[src/mefb_pkg.sv]
`timescale 1ns / 1ps
// Shared types and constants of the mesh edge face builder.
// No dependencies; imported by all source files but mefb_if and mefb_sqrt.
package mefb_pkg;

    localparam int FACE_BITS  = 13;
    localparam int COUNT_BITS = 14;
    localparam int CELL_BITS  = 16;
    localparam int EPOCH_BITS = 8;
    localparam int MUL_W      = 34;

    localparam logic [COUNT_BITS-1:0] FACE_LIMIT = 14'd8192;
    localparam logic [31:0] HASH_MUL_HI = 32'h9E37_79B9;
    localparam logic [31:0] HASH_MUL_LO = 32'h7F4A_7C15;

    typedef struct packed {
        logic rd_en;
        logic wr_en;
        logic new_epoch;
    } tbl_ctrl_t;

    typedef struct packed {
        logic busy;
        logic hit;
    } tbl_stat_t;

    typedef struct packed {
        logic start;
        logic long_mode;
    } div_req_t;

    typedef struct packed {
        logic [FACE_BITS-1:0] face_id;
        logic                 new_face;
        logic [15:0]          vertex_low;
        logic [15:0]          vertex_high;
        logic [CELL_BITS-1:0] cell_index;
        logic signed [31:0]   mid_x;
        logic signed [31:0]   mid_y;
        logic [31:0]          face_length;
        logic signed [15:0]   normal_x;
        logic signed [15:0]   normal_y;
        logic                 last_of_cell;
        logic                 table_full;
    } face_res_t;

endpackage

[src/mefb_mul.sv]
`timescale 1ns / 1ps
// Shared signed multiplier with a registered product.
// Depends on mefb_pkg.
module mefb_mul (
    input  logic                              clk,
    input  logic                              en,
    input  logic signed [mefb_pkg::MUL_W-1:0] a,
    input  logic signed [mefb_pkg::MUL_W-1:0] b,
    output logic signed [2*mefb_pkg::MUL_W-1:0] p
);
    import mefb_pkg::*;

    logic signed [2*MUL_W-1:0] p_reg;

    always_ff @(posedge clk)
    begin
        if (en)
        begin
            p_reg <= a * b;
        end
    end

    assign p = p_reg;

endmodule

[config.mk]
export PLATFORM = sky130hd
export DESIGN_NAME = mefb_mul
export DESIGN_NICKNAME = d
export VERILOG_FILES = /design/src/mefb_pkg.sv /design/src/mefb_mul.sv
export SDC_FILE = /design/constraint.sdc
export NUM_CORES = 2
export LEC_CHECK = 0
export BUFFER_PORTS_ARGS = -buffer_cell sky130_fd_sc_hd__buf_2
export CAP_MARGIN = 20
export CORE_MARGIN = 2
export CORE_UTILIZATION = 25
export DETAILED_ROUTE_END_ITERATION = 12
export MAX_ROUTING_LAYER = met4
export PLACE_DENSITY_LB_ADDON = 0.2
export REMOVE_ABC_BUFFERS = 1
export SLEW_MARGIN = 40
export SYNTH_ARGS = -nofsm -noshare
export SYNTH_HDL_FRONTEND = slang
export SYNTH_SLANG_ARGS = --single-unit
[constraint.sdc]
create_clock -name clk -period 23.1 [get_ports clk]
set_clock_uncertainty 0.15 [all_clocks]
set_input_delay 5.775 -clock clk [delete_from_list [all_inputs] [get_ports clk]]
set_output_delay 5.775 -clock clk [all_outputs]
set_load 0.01 [all_outputs]
==> metrics <==
outcome complete, no violations; IO Pins 138; Sum Neg Setup Slack 0 ps; Antenna Violating Nets Remaining 0; simple-gate share of the synthesized area 0.151; Synth top area share 0.568; number of max-cap violations 0; initial antenna violation count 5; clock transition at the registers of the reported paths 70 ps; clock sinks 68; TritonCTS Buffers 9; synthesized area 43,700 µm²; TritonRoute pass-1 iters 7; nets@finish 6,032; Synth Area in Adders 0.627; via count 29,301; most common cell in the synthesized netlist fa_1; Tmin final 13,790 ps; 1st-iter DRT viols 1,220; Worst path slowest cell fa_1; largest net degree at the start of global routing 55; dominant combinational cell family by area after synthesis adder cells; Distinct cells, synth 69; crit end category flip-flop; initial core utilization 0.251; fmax 72.5 MHz; Crit Path Class primary input to flip-flop; critical-path maximum fanout 34; Synth Warn # 0; Worst EP arrival 13,780 ps; # rows 153; RSZ-0062 raised after global routing no; first-pass GRT wire length 206,000 µm; total track usage 0.156; hold_buf cts 0; Die Ht 422 µm; Worst Setup Start Kind primary input; period utilization 0.597; final setup vio count 0; Most common cell on crit path fa_1; number of remaining DRC errors 0; EDFF count, synth 68; dpl hpwl 105,000 µm; cell taking the most area after synthesis fa_1; die area 178,000 µm²; GP Congestion 0.806; gr ovfl total 0; Synth Area in XOR/XNOR 0.0158; area grow syn2layout 7.79%; final instance area 47,100 µm²; clock root cell clkbuf_16; Post CTS Setup Buffer Count 0; final hold violations 0; Max clock buf depth 2; Slew HR 0.414; Slew @ Worst Pin 879 ps; Post-synth top cells fa_1, inv_1, and2_1, nand2_1, clkbuf_1; share of layout cells above drive strength 1 0.0506; vias in the first global route 33,605; I/O Buffers 137; Synth area leaders fa_1, inv_1, and2_1, ha_1, edfxtp_1; total wire length 131,000 µm; Critical Path RT 23,090 ps; Synth Area in Compound Gates 0.0329; TritonCTS clock tree built; max reg flops 68; FILL cells 18,841; CP peak stage delay 900 ps; die width 422 µm; WL/cell 19.1 µm; worst path cell trace buf_2, nand2_1, inv_1, fa_1, fa_1, fa_1, fa_1, fa_1, fa_1, fa_1, inv_1, fa_1, inv_1, ha_1, a21o_1, a21o_1, a21oi_1, o21ai_0, a221oi_1, o41ai_1, a31oi_4, o31ai_4, a221oi_2, xnor2_1; H-Tree Depth 3; Max Transition Viols Final 0; vias per inst 4.28; post-place instance area 46,800 µm²; mean post-synth cell area 9.60 µm²; Worst Hold Class primary input to flip-flop; core footprint 174,000 µm²; Top FF cell, synth edfxtp_1; flops & latches, synth 68; Cells after Synth 4,554; register area share after synthesis 0.0467; Synth async-reset ratio 0; post-synthesis mux area share 0; post-cts sizing count 0
cells in the final DEF (no fill, tap or decap), types with 3 or more instances in the layout:
cell,synthesis,layout
a21o_1,37,37
and3_2,3,3
nand2b_1,20,20
nand2_1,542,542
o41ai_2,3,3
a21oi_1,61,61
and3_1,5,5
or2_2,4,4
buf_2,2,117
o21ai_1,7,8
xnor2_1,56,56
inv_1,1231,1231
nor2_1,54,54
nor3_1,5,5
nand4_1,11,11
and2_1,621,621
clkbuf_16,0,9
inv_6,0,4
a31oi_1,7,7
a211oi_1,6,6
nand3_1,11,11
a221oi_1,3,3
fa_1,1241,1240
nor2b_1,9,9
o41ai_1,3,3
o21ai_0,31,30
edfxtp_1,68,68
o21a_1,4,4
buf_4,4,61
o211ai_1,3,3
ha_1,204,204
xor2_1,23,23
o21bai_1,12,12
worst paths after layout:
kind                  startpoint     to  slack, ps  cells after the start
worst min-delay path          en  p[59]       5610                      1
worst max-delay path        b[1]  p[66]       9310                     24
cell type report:
class	count	area, µm²	share of cell area
Tap cell	2325	2910	0.0617
Antenna cell	2	5.00	0.000106
Timing Repair Buffer	180	1080	0.0230
Clock inverter	7	80.1	0.00170
Multi-Input combinational cell	3026	36100	0.767
Sequential cell	68	2040	0.0433
Clock buffer	9	225	0.00478
Inverter	1232	4620	0.0982
logic make-up (layout without fill, tap and decap cells):
group	count (synthesis)	count (layout)
buf+inv	1460	1428
other cells	0	2
flops	68	68
xor+xnor	79	79
compound gates	206	206
fa+ha+maj	1445	1445
simple gates	1296	1296
stage by stage:
step	instances	utilization	hold WS, ps	setup slack (ps)
final	6849	0.271	5610	9310
after global routing	6847	0.271	5600	8880
after CTS	6846	0.271	5580	9270
after detailed placement	6830	0.269	6010	8870
after global placement	6830	0.269	6010	8740
after floorplan	4326	-	5740	10070
routing by layer:
| layer | wire length [µm] | global-route usage | up-vias | share of wire |
|---|---|---|---|---|
| li1 | - | - | 12775 | - |
| met4 | 3420 | 0.0369 | 0 | 0.026 |
| met3 | 3390 | 0.00958 | 139 | 0.026 |
| met2 | 68800 | 0.275 | 505 | 0.53 |
| met5 | 0 | - | - | 0 |
| met1 | 55400 | 0.195 | 15882 | 0.42 |
worst max-delay path: cells and delay by family:
| kind | cells | cell delay [ps] |
|---|---|---|
| adder cells (fa/ha/maj) | 9 | 4940 |
| AO/OA/AOI/OAI | 9 | 1910 |
| buffers and inverters | 4 | 820 |
| AND/OR/NAND/NOR | 1 | 190 |
| XOR/XNOR | 1 | 90 |
Power is left out: the tool's default activity adds up to more than one toggle a clock period on the data nets, which glitch-free logic cannot reach.
