**config.mk**
```make
export PLATFORM = sky130hd
export DESIGN_NAME = mefb_sqrt
export DESIGN_NICKNAME = d
export VERILOG_FILES = /design/src/mefb_sqrt.sv
export SDC_FILE = /design/constraint.sdc
export NUM_CORES = 1
export LEC_CHECK = 0
export ABC_AREA = 1
export BUFFER_PORTS_ARGS = -buffer_cell sky130_fd_sc_hd__buf_2
export CAP_MARGIN = 10
export CORE_ASPECT_RATIO = 1.1
export CORE_MARGIN = 2
export CORE_UTILIZATION = 45
export DETAILED_ROUTE_END_ITERATION = 10
export GPL_ROUTABILITY_DRIVEN = 0
export PLACE_DENSITY = 0.6
export SETUP_SLACK_MARGIN = 0.4
export SYNTH_ARGS = -nofsm -noshare
export SYNTH_HDL_FRONTEND = slang
export SYNTH_SLANG_ARGS = --single-unit
```
**constraint.sdc**
```tcl
create_clock -name clk -period 6.5 [get_ports clk]
set_input_delay 0.65 -clock clk [delete_from_list [all_inputs] [get_ports clk]]
set_output_delay 0.65 -clock clk [all_outputs]
set_load 0.01 [all_outputs]
```
**src/mefb_sqrt.sv**
```systemverilog
`timescale 1ns / 1ps
// Iterative integer square root of a 64-bit value, one bit pair per cycle.
// Depends on nothing beyond the house style.
module mefb_sqrt (
    input  logic        clk,
    input  logic        rst_n,
    input  logic        start,
    input  logic [63:0] radicand,
    output logic        done,
    output logic [31:0] root
);
    logic [63:0] n_reg, n_next;
    logic [63:0] r_reg, r_next;
    logic [63:0] b_reg, b_next;
    logic [5:0]  cnt_reg, cnt_next;
    logic        busy_reg, busy_next;
    logic        done_reg, done_next;
    logic [63:0] rb;

    assign rb = r_reg + b_reg;

    always_comb
    begin
        n_next    = n_reg;
        r_next    = r_reg;
        b_next    = b_reg;
        cnt_next  = cnt_reg;
        busy_next = busy_reg;
        done_next = 1'b0;
        if (start)
        begin
            n_next    = radicand;
            r_next    = '0;
            b_next    = 64'h4000_0000_0000_0000;
            cnt_next  = '0;
            busy_next = 1'b1;
        end
        else if (busy_reg)
        begin
            if (n_reg >= rb)
            begin
                n_next = n_reg - rb;
                r_next = (r_reg >> 1) + b_reg;
            end
            else
            begin
                r_next = r_reg >> 1;
            end
            b_next   = b_reg >> 2;
            cnt_next = cnt_reg + 1'b1;
            if (cnt_reg == 6'd31)
            begin
                busy_next = 1'b0;
                done_next = 1'b1;
            end
        end
    end

    always_ff @(posedge clk)
    begin
        n_reg   <= n_next;
        r_reg   <= r_next;
        b_reg   <= b_next;
        cnt_reg <= cnt_next;
    end

    always_ff @(posedge clk or negedge rst_n)
    begin
        if (!rst_n)
        begin
            busy_reg <= 1'b0;
            done_reg <= 1'b0;
        end
        else
        begin
            busy_reg <= busy_next;
            done_reg <= done_next;
        end
    end

    assign done = done_reg;
    assign root = r_reg[31:0];

endmodule

```
==> impl_metrics.tcl <==
set metrics [dict create \
    clkSlewWorstSetupHoldPaths_ns 0.08 \
    drt_first_pass_iters 9 \
    p_switching_mw 5.34 \
    grt_pass1_vias 22197 \
    finClkSkew_ns 0.0155 \
    yosys-top-cells-count "1203 x nand2_1, 486 x inv_1, 442 x nor2_1, 300 x nand3_1, 215 x a21oi_1" \
    tightest_slew_ns 1.23 \
    crit_family "simple AND/OR/NAND/NOR gates" \
    num_rows 81 \
    worstSetupPathType "reg2reg" \
    setup-violations-final 0 \
    netlist_instances 3591 \
    final_core_util 0.485 \
    dieArea_mm2 0.0470 \
    cap_violations 0 \
    areaGrowthSynthToFinish_pct 6.26 \
    fin_crit_ns 5.79 \
    wl_per_cell_um 19.3 \
    synth_top_cell_area_share 0.222 \
    netlist_area_mm2 0.0204 \
    dr.first_iter.drc_count 2311 \
    drt-vias-per-instance 5.63 \
    p_seq_frac 0.209 \
    synth_area_per_cell_um2 5.67 \
    cp_max_fo 43 \
    synth_area_leader_cell "nand2_1" \
    synth_cell_types 46 \
    drcViolationCount 0 \
    die_w_um 207 \
    grt_pass1_wl_um 123000 \
    hold_path.class "in2reg" \
    seq_area_frac_synth 0.197 \
    slowest_stage "nand2_2" \
    post-dp-hpwl_um 64000 \
    htreeDepth 4 \
    rsz0062_at_grt "false" \
    power_leakage_nw 9.95 \
    clockBufferDepth 2 \
    crit_top_cell "nand2_1" \
    ys_warn_count 0 \
    power.density_mw_per_mm2 444 \
    cp_cell_sequence "ha_1 -> nand2_1 -> o21ai_0 -> nand2_1 -> o21ai_0 -> a21oi_1 -> nor3_1 -> nor3_1 -> nand3b_1 -> nand2_1 -> ha_1 -> nand2_1 -> nor2_1 -> nand2_1 -> nor2_1 -> a21oi_4 -> nand2_2 -> nand2_2 -> nand2_2 -> buf_12" \
    overflow 0 \
    ys_async_sr_fraction 0.0119 \
    hold_viol_final 0 \
    slew_viol_final 0 \
    antenna_found_initial 0 \
    slowest_delay_ns 0.61 \
    ys.flop_type "dfxtp_1" \
    synth-seq-cells 168 \
    grt_use_total 0.348 \
    intPower_mw 4.26 \
    final_layout_size_suffix_gt1_frac 0.0586 \
    die_h_um 227 \
    p_sw_frac 0.556 \
    path_buf_inv 1 \
    cts-root-buf "clkbuf_16" \
    setup-tns-final_ns 0 \
    vias 23648 \
    placement.io_buffers 99 \
    synth_enable_flop_cells 64 \
    cts_sinks 168 \
    final_nets 3806 \
    yosysMostFrequentCell "nand2_1" \
    start_util 0.457 \
    period_share 0.890 \
    mappedNetlistNets 3790 \
    num_io_pins 100 \
    comb_power_share 0.678 \
    insertion_delay_ns 0.51 \
    cts-resized-gates 0 \
    ir_drop_mv 0.422 \
    placed_cell_area_mm2 0.0210 \
    cp_data_arrival_time_ns 5.97 \
    cts_setup_buffers 0 \
    clkPwrFrac 0.112 \
    cts_tree "yes" \
    critPathCaptureType "flip-flop" \
    timing.hold.ws_ns 0.404 \
    netlist_top_cells_area "nand2_1 22%, dfxtp_1 10%, edfxtp_1 9.4%" \
    critPathRequiredTime_ns 6.68 \
    ant_nets 0 \
    wirelength_um 81200 \
    coreArea_mm2 0.0446 \
    numCtsBuffers 17 \
    crit_path_start_kind "flip-flop" \
    status "finished, final reports clean" \
    postLayoutCellArea_mm2 0.0216 \
    max_freq_ghz 0.173 \
    relSlewSlack 0.171 \
    grt_max_degree 74 \
]
final timing paths:
kind                                    startpoint                       to  slack, ns  cells past startpoint
max                         r_reg[28]$_SDFFE_PP0P_      n_reg[48]$_DFFE_PP_       0.71                     20
min                                   radicand[17]      n_reg[17]$_DFFE_PP_       0.40                      3
max reg2reg                 r_reg[28]$_SDFFE_PP0P_      n_reg[48]$_DFFE_PP_       0.71                     20
min reg2reg                cnt_reg[0]$_SDFFE_PP0P_  cnt_reg[0]$_SDFFE_PP0P_       0.49                      1
max in group asynchronous                    rst_n       busy_reg$_DFF_PN0_       5.93                      2
min in group asynchronous                    rst_n           done$_DFF_PN0_       0.46                      2
worst register-to-register path, stage by stage, from the launching register on:
cell      delay [ns]
dfxtp_1         0.58
ha_1            0.31
nand2_1         0.15
o21ai_0         0.45
nand2_1         0.15
o21ai_0         0.49
a21oi_1         0.18
nor3_1          0.32
nor3_1          0.11
nand3b_1        0.10
nand2_1         0.10
ha_1            0.37
nand2_1         0.12
nor2_1          0.23
nand2_1         0.15
nor2_1          0.21
a21oi_4         0.09
nand2_2         0.09
nand2_2         0.25
nand2_2         0.61
buf_12          0.37
metal layers:
| metal | vias to the layer above | track usage | wire [um] |
|---|---|---|---|
| met5 | - | 0 | 0 |
| met4 | 0 | 0.198 | 5030 |
| met3 | 251 | 0.0502 | 6130 |
| met2 | 1119 | 0.572 | 36800 |
| met1 | 10794 | 0.437 | 33200 |
| li1 | 11484 | - | - |
logic make-up after synthesis:
logic type | count (synthesis) | synth area share
buffers and inverters | 612 | 0.124
flip-flops | 168 | 0.197
adder cells (fa/ha/maj) | 132 | 0.0815
AO/OA/AOI/OAI | 475 | 0.127
XOR/XNOR | 100 | 0.0430
AND/OR/NAND/NOR | 2104 | 0.427
cell type report:
class | count | area, um^2
Antenna cell | 1 | 2.50
Timing Repair Buffer | 115 | 633
Multi-Input combinational cell | 2811 | 13800
Clock inverter | 13 | 130
Inverter | 494 | 1850
Clock buffer | 19 | 443
Tap cell | 581 | 727
Fill cell | 4940 | 23000
Sequential cell | 168 | 4020
repair_timing:
action,in CTS,in global routing
endpoints found under the setup margin,0,0
endpoints found under the hold margin,2,0
hold buffers,1,0
through the flow:
step	total power [mW]	setup WS (ns)	cells
floorplan	6.56	1.51	3591
detailed placement	8.33	0.975	4168
global placement	8.26	1.00	4168
finish	9.60	0.713	4202
CTS	9.44	0.932	4201
global route	10.3	0.450	4201
placed cells by master (no fill, tap or decap), drive strengths merged, types with 4 or more instances in the layout:
| master | n |
|---|---|
| clkbuf | 19 |
| o21ai | 175 |
| and2 | 4 |
| a211oi | 5 |
| o21bai | 24 |
| edfxtp | 64 |
| dfxtp | 102 |
| nand3 | 302 |
| or2 | 15 |
| nand4 | 34 |
| nor4 | 9 |
| nor3 | 35 |
| buf | 114 |
| nand2 | 1216 |
| xnor2 | 55 |
| a21oi | 225 |
| nand3b | 33 |
| nor2 | 455 |
| inv | 503 |
| xor2 | 45 |
| ha | 131 |
| a21o | 13 |
| o211ai | 6 |
| o21a | 6 |
| a31oi | 14 |
power by group through the flow:
stage          Sequential, mW  Clock [mW]  Combinational, mW
4_1_cts                  1.99        1.09               6.36
2_1_floorplan            1.78           0               4.79
5_1_grt                  2.04        1.13               7.17
3_5_place_dp             2.01           0               6.32
3_3_place_gp             2.00           0               6.26
6_report                 2.01        1.08               6.52
No activity file was read; power rests on OpenSTA's default activity.
