===== config.mk =====
export PLATFORM = sky130hd
export DESIGN_NAME = mefb_div
export DESIGN_NICKNAME = d
export VERILOG_FILES = /design/src/mefb_pkg.sv /design/src/mefb_div.sv
export SDC_FILE = /design/constraint.sdc
export NUM_CORES = 1
export LEC_CHECK = 0
export ABC_AREA = 1
export BUFFER_PORTS_ARGS = -buffer_cell sky130_fd_sc_hd__buf_4
export CAP_MARGIN = 10
export CELL_PAD_IN_SITES_DETAIL_PLACEMENT = 0
export CELL_PAD_IN_SITES_GLOBAL_PLACEMENT = 1
export CORE_ASPECT_RATIO = 1.75
export CORE_MARGIN = 5
export CORE_UTILIZATION = 46
export CTS_BUF_LIST = sky130_fd_sc_hd__clkbuf_4
export CTS_CLUSTER_DIAMETER = 40
export CTS_CLUSTER_SIZE = 10
export DETAILED_ROUTE_END_ITERATION = 8
export PLACE_DENSITY_LB_ADDON = 0.1
export SLEW_MARGIN = 5
export SYNTH_ARGS = -nofsm -noshare
export SYNTH_HDL_FRONTEND = slang
export SYNTH_SLANG_ARGS = --single-unit

===== constraint.sdc =====
create_clock -name clk -period 5.1 [get_ports clk]
set_input_delay 1.53 -clock clk [delete_from_list [all_inputs] [get_ports clk]]
set_output_delay 1.53 -clock clk [all_outputs]
set_load 0.02 [all_outputs]

===== src/mefb_pkg.sv =====
`timescale 1ns / 1ps
// Shared types and constants of the mesh edge face builder.
// No dependencies; imported by all source files but mefb_if and mefb_sqrt.
package mefb_pkg;

    localparam int FACE_BITS  = 13;
    localparam int COUNT_BITS = 14;
    localparam int CELL_BITS  = 16;
    localparam int EPOCH_BITS = 8;
    localparam int MUL_W      = 34;

    localparam logic [COUNT_BITS-1:0] FACE_LIMIT = 14'd8192;
    localparam logic [31:0] HASH_MUL_HI = 32'h9E37_79B9;
    localparam logic [31:0] HASH_MUL_LO = 32'h7F4A_7C15;

    typedef struct packed {
        logic rd_en;
        logic wr_en;
        logic new_epoch;
    } tbl_ctrl_t;

    typedef struct packed {
        logic busy;
        logic hit;
    } tbl_stat_t;

    typedef struct packed {
        logic start;
        logic long_mode;
    } div_req_t;

    typedef struct packed {
        logic [FACE_BITS-1:0] face_id;
        logic                 new_face;
        logic [15:0]          vertex_low;
        logic [15:0]          vertex_high;
        logic [CELL_BITS-1:0] cell_index;
        logic signed [31:0]   mid_x;
        logic signed [31:0]   mid_y;
        logic [31:0]          face_length;
        logic signed [15:0]   normal_x;
        logic signed [15:0]   normal_y;
        logic                 last_of_cell;
        logic                 table_full;
    } face_res_t;

endpackage


===== src/mefb_div.sv =====
`timescale 1ns / 1ps
// Restoring divider for the normal components.
// Depends on mefb_pkg.
module mefb_div (
    input  logic                clk,
    input  logic                rst_n,
    input  mefb_pkg::div_req_t  req,
    input  logic [47:0]         numerator,
    input  logic [32:0]         divisor,
    output logic                done,
    output logic [31:0]         quotient
);
    import mefb_pkg::*;

    logic [32:0] rem_reg, rem_next;
    logic [31:0] q_reg, q_next;
    logic [32:0] div_reg, div_next;
    logic [5:0]  cnt_reg, cnt_next;
    logic        busy_reg, busy_next;
    logic        done_reg, done_next;
    logic [33:0] trial;
    logic        ge;

    assign trial = {rem_reg, q_reg[31]};
    assign ge    = trial >= {1'b0, div_reg};

    always_comb
    begin
        rem_next  = rem_reg;
        q_next    = q_reg;
        div_next  = div_reg;
        cnt_next  = cnt_reg;
        busy_next = busy_reg;
        done_next = 1'b0;
        if (req.start)
        begin
            div_next  = divisor;
            busy_next = 1'b1;
            if (req.long_mode)
            begin
                rem_next = '0;
                q_next   = numerator[31:0];
                cnt_next = 6'd32;
            end
            else
            begin
                rem_next = {1'b0, numerator[47:16]};
                q_next   = {numerator[15:0], 16'd0};
                cnt_next = 6'd16;
            end
        end
        else if (busy_reg)
        begin
            rem_next = ge ? 33'(trial - {1'b0, div_reg}) : trial[32:0];
            q_next   = {q_reg[30:0], ge};
            cnt_next = cnt_reg - 1'b1;
            if (cnt_reg == 6'd1)
            begin
                busy_next = 1'b0;
                done_next = 1'b1;
            end
        end
    end

    always_ff @(posedge clk)
    begin
        rem_reg <= rem_next;
        q_reg   <= q_next;
        div_reg <= div_next;
        cnt_reg <= cnt_next;
    end

    always_ff @(posedge clk or negedge rst_n)
    begin
        if (!rst_n)
        begin
            busy_reg <= 1'b0;
            done_reg <= 1'b0;
        end
        else
        begin
            busy_reg <= busy_next;
            done_reg <= done_next;
        end
    end

    assign done     = done_reg;
    assign quotient = q_reg;

endmodule


==> results.py, run 1 <==
metrics = {
    "synth": {
        "yosysMostFrequentCell": "nand2_1",
        "synth_top_area_share_pct": 41.7,
        "syn_area_um2": 7500,
        "netlist_top_cells_area": "edfxtp_1 (42%), nand2_1 (20%), inv_1 (8.8%), ha_1 (5.8%), nand3_1 (4.8%)",
        "synth_common_cells": "nand2_1 (400), inv_1 (175), edfxtp_1 (104)",
        "synthArstFlopShare_pct": 1.89,
        "yosysWarningCount": 0,
        "syn_inst": 1012,
        "yosys_register_bits": 106,
        "syn-num-nets": 1133,
        "synthDistinctLibCells": 35,
        "synth_edf_count": 104,
        "avgSynthCellArea_um2": 7.41,
        "yosysSeqAreaShare_pct": 42.3,
        "yosysTopAreaCell": "edfxtp_1",
        "synth-main-ff-cell": "edfxtp_1",
    },
    "global_routing": {
        "grt_pass1_wl_mm": 34.1,
        "grt_max_degree": 49,
        "grt-ovfl-total": 0,
        "grt_usage_pct": 23.0,
        "first_global_vias": 6873,
        "antenna_found_initial": 1,
    },
    "die": {
        "core_area_um2": 16000,
        "io_pins": 118,
        "die_w_um": 107,
        "die-height_um": 179,
        "initial_core_util_pct": 47.0,
        "fp.dieArea_um2": 19100,
        "core.rowCount": 61,
    },
    "finish": {
        "syn_to_final_growth_pct": 16.0,
        "final_nets": 1243,
        "drive_above_1_share_pct": 15.1,
        "stdcell_area_um2": 8700,
        "fill_cells": 1657,
        "final_util_pct": 54.5,
    },
    "sta": {
        "fmax_mhz": 334,
        "period_minus_slack_ns": 3.00,
        "slew_viol_final": 0,
        "tightest_slew_ns": 0.623,
        "finalHoldViolCount": 0,
        "finClkSkew_ns": 0.0273,
        "fin_setup_tns_ns": 0,
        "setup_viol": 0,
        "slew_headroom_pct": 58.4,
        "final.period_utilization_pct": 58.8,
        "rsz0062_at_grt": "no",
    },
    "detailed_routing": {
        "drt_iter0_drc": 252,
        "routedWlPerCell_um": 16.0,
        "ant_nets": 0,
        "via_per_inst": 5.03,
        "drt_first_pass_iters": 6,
        "dr_total_vias": 6629,
        "wl_mm": 21.0,
        "drc": 0,
    },
    "critical_path": {
        "end_kind": "register",
        "cp_slowest_cell": "edfxtp_1",
        "critPathMostFrequentCell": "nand2_1",
        "critical_path.cell_chain": "ha_1 > nand2_2 > inv_1 > nand2_1 > nand2_1 > nand2_1 > nand2_1 > nand2_1 > nand3_2 > nor2_4 > buf_4 > nand2_8 > nand2_4 > nand2_1 > nand2_1 > nand2_1",
        "required_ns": 5.36,
        "arrival_ns": 3.25,
        "slowest_delay_ns": 0.46,
        "critPathKind": "reg -> reg",
        "start_kind": "register",
        "worstPathMaxFanout": 35,
    },
    "cts": {
        "cts_tree": "done",
        "hold_buffers": 0,
        "clock_sink_count": 106,
        "clk_pin_slew_worst_paths_ns": 0.19,
        "cts-buffers-inserted": 9,
        "clk_latency_ns": 0.48,
        "htreeDepth": 3,
        "root_buffer": "clkbuf_4",
        "post_cts_buffers": 0,
        "clock_path_buffers": 2,
        "ctsResizeCount": 0,
    },
    "place": {
        "port_buffers": 117,
        "routabilityCongestion": 0.906,
        "detailed_place_hpwl_mm": 16.5,
        "dpl-instance-area_um2": 8560,
    },
    "hold_path": {
        "hold_class": "reg -> reg",
    },
    "power_and_ir_drop": {
        "p_leak_nw": 4.58,
        "power.density_nw_per_um2": 494,
        "ir_drop_v": 0.000198,
    },
    "status": {
        "status": "finished clean",
    },
    "flow_run": {
        "cap_violations": 0,
    },
}
## routing by layer
| metal | GRT usage [%] | routed length [µm] |
|---|---|---|
| met1 | 24.3 | 7910 |
| met2 | 44.5 | 11500 |
| met3 | 3.71 | 904 |
| met4 | 9.39 | 777 |
| met5 | 0 | 0 |
## area by class of cell
cell class	instances	area, µm²	area share, %
flip-flops and latches	106	3170	36.5
clock buffers	10	75.1	0.863
repair buffers	122	928	10.7
clock inverters	6	62.6	0.719
diodes	1	2.50	0.0288
multi-input cells	703	3540	40.8
inverters	180	676	7.77
well taps	189	236	2.72
## where the power goes
| part | switching, W | internal [W] | total, W | leakage, nW |
|---|---|---|---|---|
| clock | 0.000325 | 0.000118 | 0.000444 | 0.0758 |
| combinational | 0.00161 | 0.000891 | 0.00250 | 3.36 |
| sequential | 0.000117 | 0.00123 | 0.00135 | 1.14 |
| total | 0.00205 | 0.00224 | 0.00429 | 4.58 |
## cell usage in the layout (no fill, tap or decap), types with 4 or more instances in the layout
| cell type | n |
|---|---|
| a21oi_1 | 21 |
| and2_1 | 4 |
| buf_4 | 121 |
| clkbuf_4 | 10 |
| edfxtp_1 | 104 |
| ha_1 | 35 |
| inv_1 | 175 |
| inv_2 | 4 |
| nand2_1 | 399 |
| nand2_2 | 5 |
| nand3_1 | 72 |
| nand3b_1 | 31 |
| nand4_1 | 5 |
| nor2_1 | 45 |
| nor2_2 | 10 |
| nor3_1 | 4 |
| o211ai_1 | 16 |
| o21ai_0 | 22 |
| xnor2_1 | 15 |
## worst paths after layout
check	slack, ns	cells past startpoint	from	end
max in group asynchronous	4.22	1	rst_n	busy_reg$_DFF_PN0_
worst min register to register	0.57	2	busy_reg$_DFF_PN0_	done$_DFF_PN0_
worst max-delay path	2.10	16	rem_reg[20]$_DFFE_PP_	rem_reg[30]$_DFFE_PP_
min in group asynchronous	0.79	1	rst_n	done$_DFF_PN0_
worst min-delay path	0.57	2	busy_reg$_DFF_PN0_	done$_DFF_PN0_
worst max register to register	2.10	16	rem_reg[20]$_DFFE_PP_	rem_reg[30]$_DFFE_PP_
## kinds of logic after synthesis
family                     share of synthesized area [%]
buffers and inverters                               10.5
DFF                                                 42.3
adders and majority gates                           6.11
AOI/OAI and AO/OA                                   4.99
xor gates and xnor gates                            1.75
and+or+nand+nor                                     34.3
## stage by stage
step	instances	hold slack (ns)	power (W)	setup slack, ns
6_report	1317	0.565	0.00429	2.10
5_1_grt	1317	0.620	0.00472	1.86
4_1_cts	1316	0.578	0.00433	2.09
3_5_place_dp	1300	0.538	0.00388	1.79
3_3_place_gp	1300	0.526	0.00388	1.81
2_1_floorplan	1012	0.460	0.00319	1.26
## critical path, delay by kind of cell (launching register included)
kind          cells  cell delay, ns
buf+inv           2            0.39
fa+ha+maj         1            0.39
flops             1            0.46
simple gates     13            1.52
(Power assumes the default switching activity.)
==> run 2: changes to the inputs <==
--- a/config.mk
+++ b/config.mk
@@ -12,7 +12,7 @@
 export CELL_PAD_IN_SITES_GLOBAL_PLACEMENT = 1
 export CORE_ASPECT_RATIO = 1.75
 export CORE_MARGIN = 5
-export CORE_UTILIZATION = 46
+export CORE_UTILIZATION = 39
 export CTS_BUF_LIST = sky130_fd_sc_hd__clkbuf_4
 export CTS_CLUSTER_DIAMETER = 40
 export CTS_CLUSTER_SIZE = 10
==> constraint.sdc (replaced) <==
create_clock -name clk -period 2.4 [get_ports clk]
set_input_delay 0.72 -clock clk [delete_from_list [all_inputs] [get_ports clk]]
set_output_delay 0.72 -clock clk [all_outputs]
set_load 0.02 [all_outputs]
==> results.py, run 2 (same netlist as run 1, synthesis figures left out) <==
metrics = {
    "cts": {
        "root_buffer": "clkbuf_4",
        "htreeDepth": 3,
        "cts_tree": "done",
        "cts-buffers-inserted": 9,
        "clk_latency_ns": 0.53,
        "clk_pin_slew_worst_paths_ns": 0.18,
        "clock_sink_count": 106,
        "clock_path_buffers": 2,
    },
    "sta": {
        "whs_ns": 0.345,
        "final.period_utilization_pct": 97.9,
        "fmax_mhz": 426,
        "setup_viol": 0,
        "tightest_slew_ns": 0.601,
        "period_minus_slack_ns": 2.35,
        "finalHoldViolCount": 0,
        "worst_slack_ns": 0.0501,
        "slew_viol_final": 0,
        "finClkSkew_ns": 0.0219,
        "slew_headroom_pct": 59.9,
    },
    "hold_path": {
        "hold_class": "in -> reg",
        "hold_depth": 1,
    },
    "place": {
        "routabilityCongestion": 0.972,
        "port_buffers": 117,
        "detailed_place_hpwl_mm": 18.3,
        "dpl_worst_slack_ns": -0.0840,
    },
    "finish": {
        "multi_input_area_um2": 4120,
        "final_common_cell": "nand2_1",
        "layout_common_cells": "nand2_1 (377), buf_4 (178), inv_1 (172)",
        "syn_to_final_growth_pct": 32.2,
        "regArea_um2": 3170,
        "final_util_pct": 52.1,
        "drive_above_1_share_pct": 26.0,
        "fill_cells": 1910,
        "final_nets": 1310,
    },
    "detailed_routing": {
        "drt_first_pass_iters": 5,
        "via_per_inst": 4.84,
        "dr_total_vias": 6962,
        "drc": 0,
        "wl_mm": 24.3,
        "routedWlPerCell_um": 16.9,
        "drt_iter0_drc": 333,
        "ant_nets": 0,
    },
    "critical_path": {
        "start_kind": "register",
        "critPathKind": "reg -> reg",
        "r2r_cells": 12,
        "worstPathMaxFanout": 6,
        "arrival_ns": 2.67,
        "required_ns": 2.72,
        "end_kind": "register",
    },
    "global_routing": {
        "grt-ovfl-total": 0,
        "first_global_vias": 7147,
        "grt_max_degree": 54,
        "grt_usage_pct": 21.4,
        "grt_pass1_wl_mm": 36.8,
        "antenna_found_initial": 2,
        "grtUsageMet3_pct": 3.28,
        "use_met1_pct": 22.2,
        "grt_util_met2_pct": 41.3,
        "grt-busiest-layer": "met2",
    },
    "power_and_ir_drop": {
        "power_w": 0.0111,
        "power.density_nw_per_um2": 1130,
        "p_leak_nw": 4.98,
        "ir_drop_v": 0.000397,
    },
    "die": {
        "core_area_um2": 19000,
        "fp.dieArea_um2": 22200,
        "initial_core_util_pct": 39.4,
        "io_pins": 118,
        "die_w_um": 115,
        "core.rowCount": 67,
        "die-height_um": 193,
    },
    "flow_run": {
        "cap_violations": 0,
    },
    "status": {
        "status": "finished clean",
    },
}
-- run 2: power breakdown --
part,internal [W],switching [W],total (W)
sequential,0.00263,0.000357,0.00298
clock,0.000327,0.000682,0.00101
combinational,0.00305,0.00410,0.00716
-- run 2: area by class of cell --
class	count	share of cell area, %
antenna	2	0.0505
timing repair buffer	187	15.1
multi-input combinational	705	41.5
clock inverter	7	0.783
inverter	180	6.82
tap	241	3.04
sequential	106	32.0
clock buffer	9	0.682
-- run 2: repair_timing --
item	CTS	global route
endpoints found under the hold margin	2	0
hold buffers	1	0
endpoints found under the setup margin	32	34
setup buffers	1	18
pin swaps	1	24
resized for setup	21	78
gates cloned	1	1
-- run 2: worst max-delay path, stage by stage, from the launching register on --
cell and delay (ns):
edfxtp_1 0.47, ha_4 0.32, nand2_2 0.10, nor2_4 0.15, nand2_2 0.09, nor4_4 0.28
nand2_4 0.15, nand2_8 0.15, buf_4 0.14, buf_4 0.11, nand2_1 0.05, nand3_1 0.07
nand2_1 0.05
-- run 2: path summary, 6_finish.rpt --
| path | start | end | slack [ns] |
|---|---|---|---|
| min reg2reg | busy_reg$_DFF_PN0_ | done$_DFF_PN0_ | 0.57 |
| min | divisor[22] | div_reg[22]$_DFFE_PP_ | 0.34 |
| min in group asynchronous | rst_n | done$_DFF_PN0_ | 0.47 |
| max reg2reg | rem_reg[22]$_DFFE_PP_ | rem_reg[10]$_DFFE_PP_ | 0.05 |
| max | rem_reg[22]$_DFFE_PP_ | rem_reg[10]$_DFFE_PP_ | 0.05 |
| max in group asynchronous | rst_n | busy_reg$_DFF_PN0_ | 1.84 |
-- run 2: metal layers --
layer | part of all wire [%] | vias to the layer above
met5 | 0 | -
met4 | 3.2 | 0
met3 | 3.7 | 38
met2 | 56 | 150
met1 | 37 | 3212
li1 | - | 3562
-- run 2: per-stage QoR --
stage          setup TNS [ns]  cells  instance area, µm²
2_1_floorplan               0   1012                7500
3_3_place_gp           -0.829   1397                8990
3_5_place_dp           -0.379   1397                8990
4_1_cts                     0   1416                9280
5_1_grt                -0.166   1437                9910
6_report                    0   1437                9910
==> run 3: changes to the inputs <==
--- a/config.mk
+++ b/config.mk
@@ -12,8 +12,7 @@
 export CELL_PAD_IN_SITES_GLOBAL_PLACEMENT = 1
 export CORE_ASPECT_RATIO = 1.75
 export CORE_MARGIN = 5
-export CORE_UTILIZATION = 39
-export CTS_BUF_LIST = sky130_fd_sc_hd__clkbuf_4
+export CORE_UTILIZATION = 38
 export CTS_CLUSTER_DIAMETER = 40
 export CTS_CLUSTER_SIZE = 10
 export DETAILED_ROUTE_END_ITERATION = 8
==> results.py, run 3 (same netlist as run 1, synthesis figures left out) <==
metrics = {
    "finish": {
        "layout_common_cells": "nand2_1 (376), buf_4 (174), inv_1 (170)",
        "final_util_pct": 51.3,
        "final_common_cell": "nand2_1",
        "antenna_cells": 0,
        "final_nets": 1307,
        "fill_cells": 1995,
        "drive_above_1_share_pct": 26.0,
        "syn_to_final_growth_pct": 34.0,
    },
    "detailed_routing": {
        "drc": 0,
        "dr_total_vias": 6947,
        "routedWlPerCell_um": 16.6,
        "wl_mm": 23.8,
        "ant_nets": 0,
        "via_per_inst": 4.84,
        "drt_iter0_drc": 276,
        "drt_first_pass_iters": 4,
    },
    "global_routing": {
        "grt-ovfl-total": 0,
        "grt_usage_pct": 21.2,
        "antenna_found_initial": 0,
        "grt_pass1_wl_mm": 37.2,
        "first_global_vias": 7436,
        "grt_max_degree": 73,
    },
    "sta": {
        "slew_viol_final": 0,
        "final.period_utilization_pct": 94.8,
        "slew_headroom_pct": 70.6,
        "rsz0062_at_grt": "yes",
        "period_minus_slack_ns": 2.28,
        "setup_viol": 0,
        "fmax_mhz": 439,
        "tightest_slew_ns": 0.441,
        "finalHoldViolCount": 0,
        "finClkSkew_ns": 0.00628,
        "fin_setup_tns_ns": 0,
    },
    "critical_path": {
        "reg2reg_from": "quotient[31]$_DFFE_PP_",
        "end_kind": "register",
        "critPathMostFrequentCell": "nand2_2",
        "cp_slowest_cell": "edfxtp_1",
        "cpLargestDelayFamily": "simple AND/OR/NAND/NOR gates",
        "critPathBufInv": 3,
        "required_ns": 2.53,
        "critPathKind": "reg -> reg",
        "slowest_delay_ns": 0.40,
        "arrival_ns": 2.40,
        "critPathLaunch": "quotient[31]$_DFFE_PP_",
        "worstPathMaxFanout": 8,
        "critical_path.cell_chain": "inv_2 > ha_4 > inv_2 > fa_2 > buf_6 > nand3_4 > nand3b_4 > nand2_2 > nand2_2 > nand2_4 > nand2_8 > nand2_8 > nand2_2 > nand2_1 > nand2_1",
        "start_kind": "register",
    },
    "cts": {
        "root_buffer": "clkbuf_16",
        "htreeDepth": 3,
        "cts_tree": "done",
        "clk_latency_ns": 0.37,
        "clock_sink_count": 106,
        "cts-buffers-inserted": 9,
        "clock_path_buffers": 2,
        "hold_buffers": 0,
        "clk_pin_slew_worst_paths_ns": 0.08,
    },
    "die": {
        "io_pins": 118,
        "core.rowCount": 68,
        "initial_core_util_pct": 38.3,
        "fp.dieArea_um2": 22700,
        "die_w_um": 116,
        "die-height_um": 196,
        "core_area_um2": 19600,
    },
    "hold_path": {
        "hold_class": "in -> async",
    },
    "power_and_ir_drop": {
        "ir_drop_v": 0.000619,
        "power.density_nw_per_um2": 1150,
        "p_leak_nw": 5.00,
        "power_w": 0.0115,
    },
    "place": {
        "detailed_place_hpwl_mm": 18.4,
        "routabilityCongestion": 0.941,
        "port_buffers": 117,
    },
    "flow_run": {
        "cap_violations": 0,
    },
    "status": {
        "status": "finished clean",
    },
}
[run 3: layout make-up]
cell class              instances  area, µm²  share of cell area (%)
well taps                     245        307                    3.05
multi-input cells             704       4070                    40.5
clock inverters                 7       96.3                   0.959
inverters                     180        676                    6.73
repair buffers                185       1500                    14.9
flip-flops and latches        106       3170                    31.6
clock buffers                   9        225                    2.24
[run 3: metal layers]
metal  share of wire [%]  routed length (µm)  track usage, %
met5                   0                   0               0
met4                 4.6                1100            9.46
met3                 3.7                 884            3.21
met2                  55               13000            41.1
met1                  37                8840            21.6
[run 3: what timing repair did]
item | 4_1_cts | 5_1_grt
setup endpoints to repair | 1 | 34
endpoints found under the hold margin | 0 | 0
cloned | 0 | 2
setup buffers | 0 | 11
gates resized for setup | 2 | 98
pin swaps | 1 | 26
[run 3: report_power, final]
| group | internal, W | switching (W) | leakage [nW] |
|---|---|---|---|
| combinational | 0.00300 | 0.00392 | 3.71 |
| clock | 0.000837 | 0.000777 | 0.152 |
| sequential | 0.00263 | 0.000356 | 1.14 |
[run 3: through the flow]
step                cell area [µm²]  instances  setup slack [ns]  hold slack [ns]
global route                  10000       1436           -0.0118           0.0996
CTS                            9390       1423           0.00373           0.0971
floorplan                      7500       1012            0.0625            0.424
detailed placement             9060       1407          -0.00719            0.509
global placement               9060       1407            0.0292            0.502
finish                        10000       1436             0.125            0.117
[run 3: worst paths after layout]
| check | to | slack (ns) | cells after the start |
|---|---|---|---|
| worst min-delay path | done$_DFF_PN0_ | 0.12 | 1 |
| min in group clk | div_reg[29]$_DFFE_PP_ | 0.52 | 1 |
| worst max register to register | rem_reg[25]$_DFFE_PP_ | 0.12 | 15 |
| max in group asynchronous | busy_reg$_DFF_PN0_ | 2.19 | 1 |
| worst max-delay path | rem_reg[25]$_DFFE_PP_ | 0.12 | 15 |
| worst min register to register | done$_DFF_PN0_ | 0.57 | 2 |
[run 3: worst reg2reg max path: cells and delay by family (launching register included)]
kind / cells / cell delay, ns
AND/OR/NAND/NOR: 10 / 0.86
adder cells (fa/ha/maj): 2 / 0.50
flip-flops: 1 / 0.40
buffers and inverters: 3 / 0.28
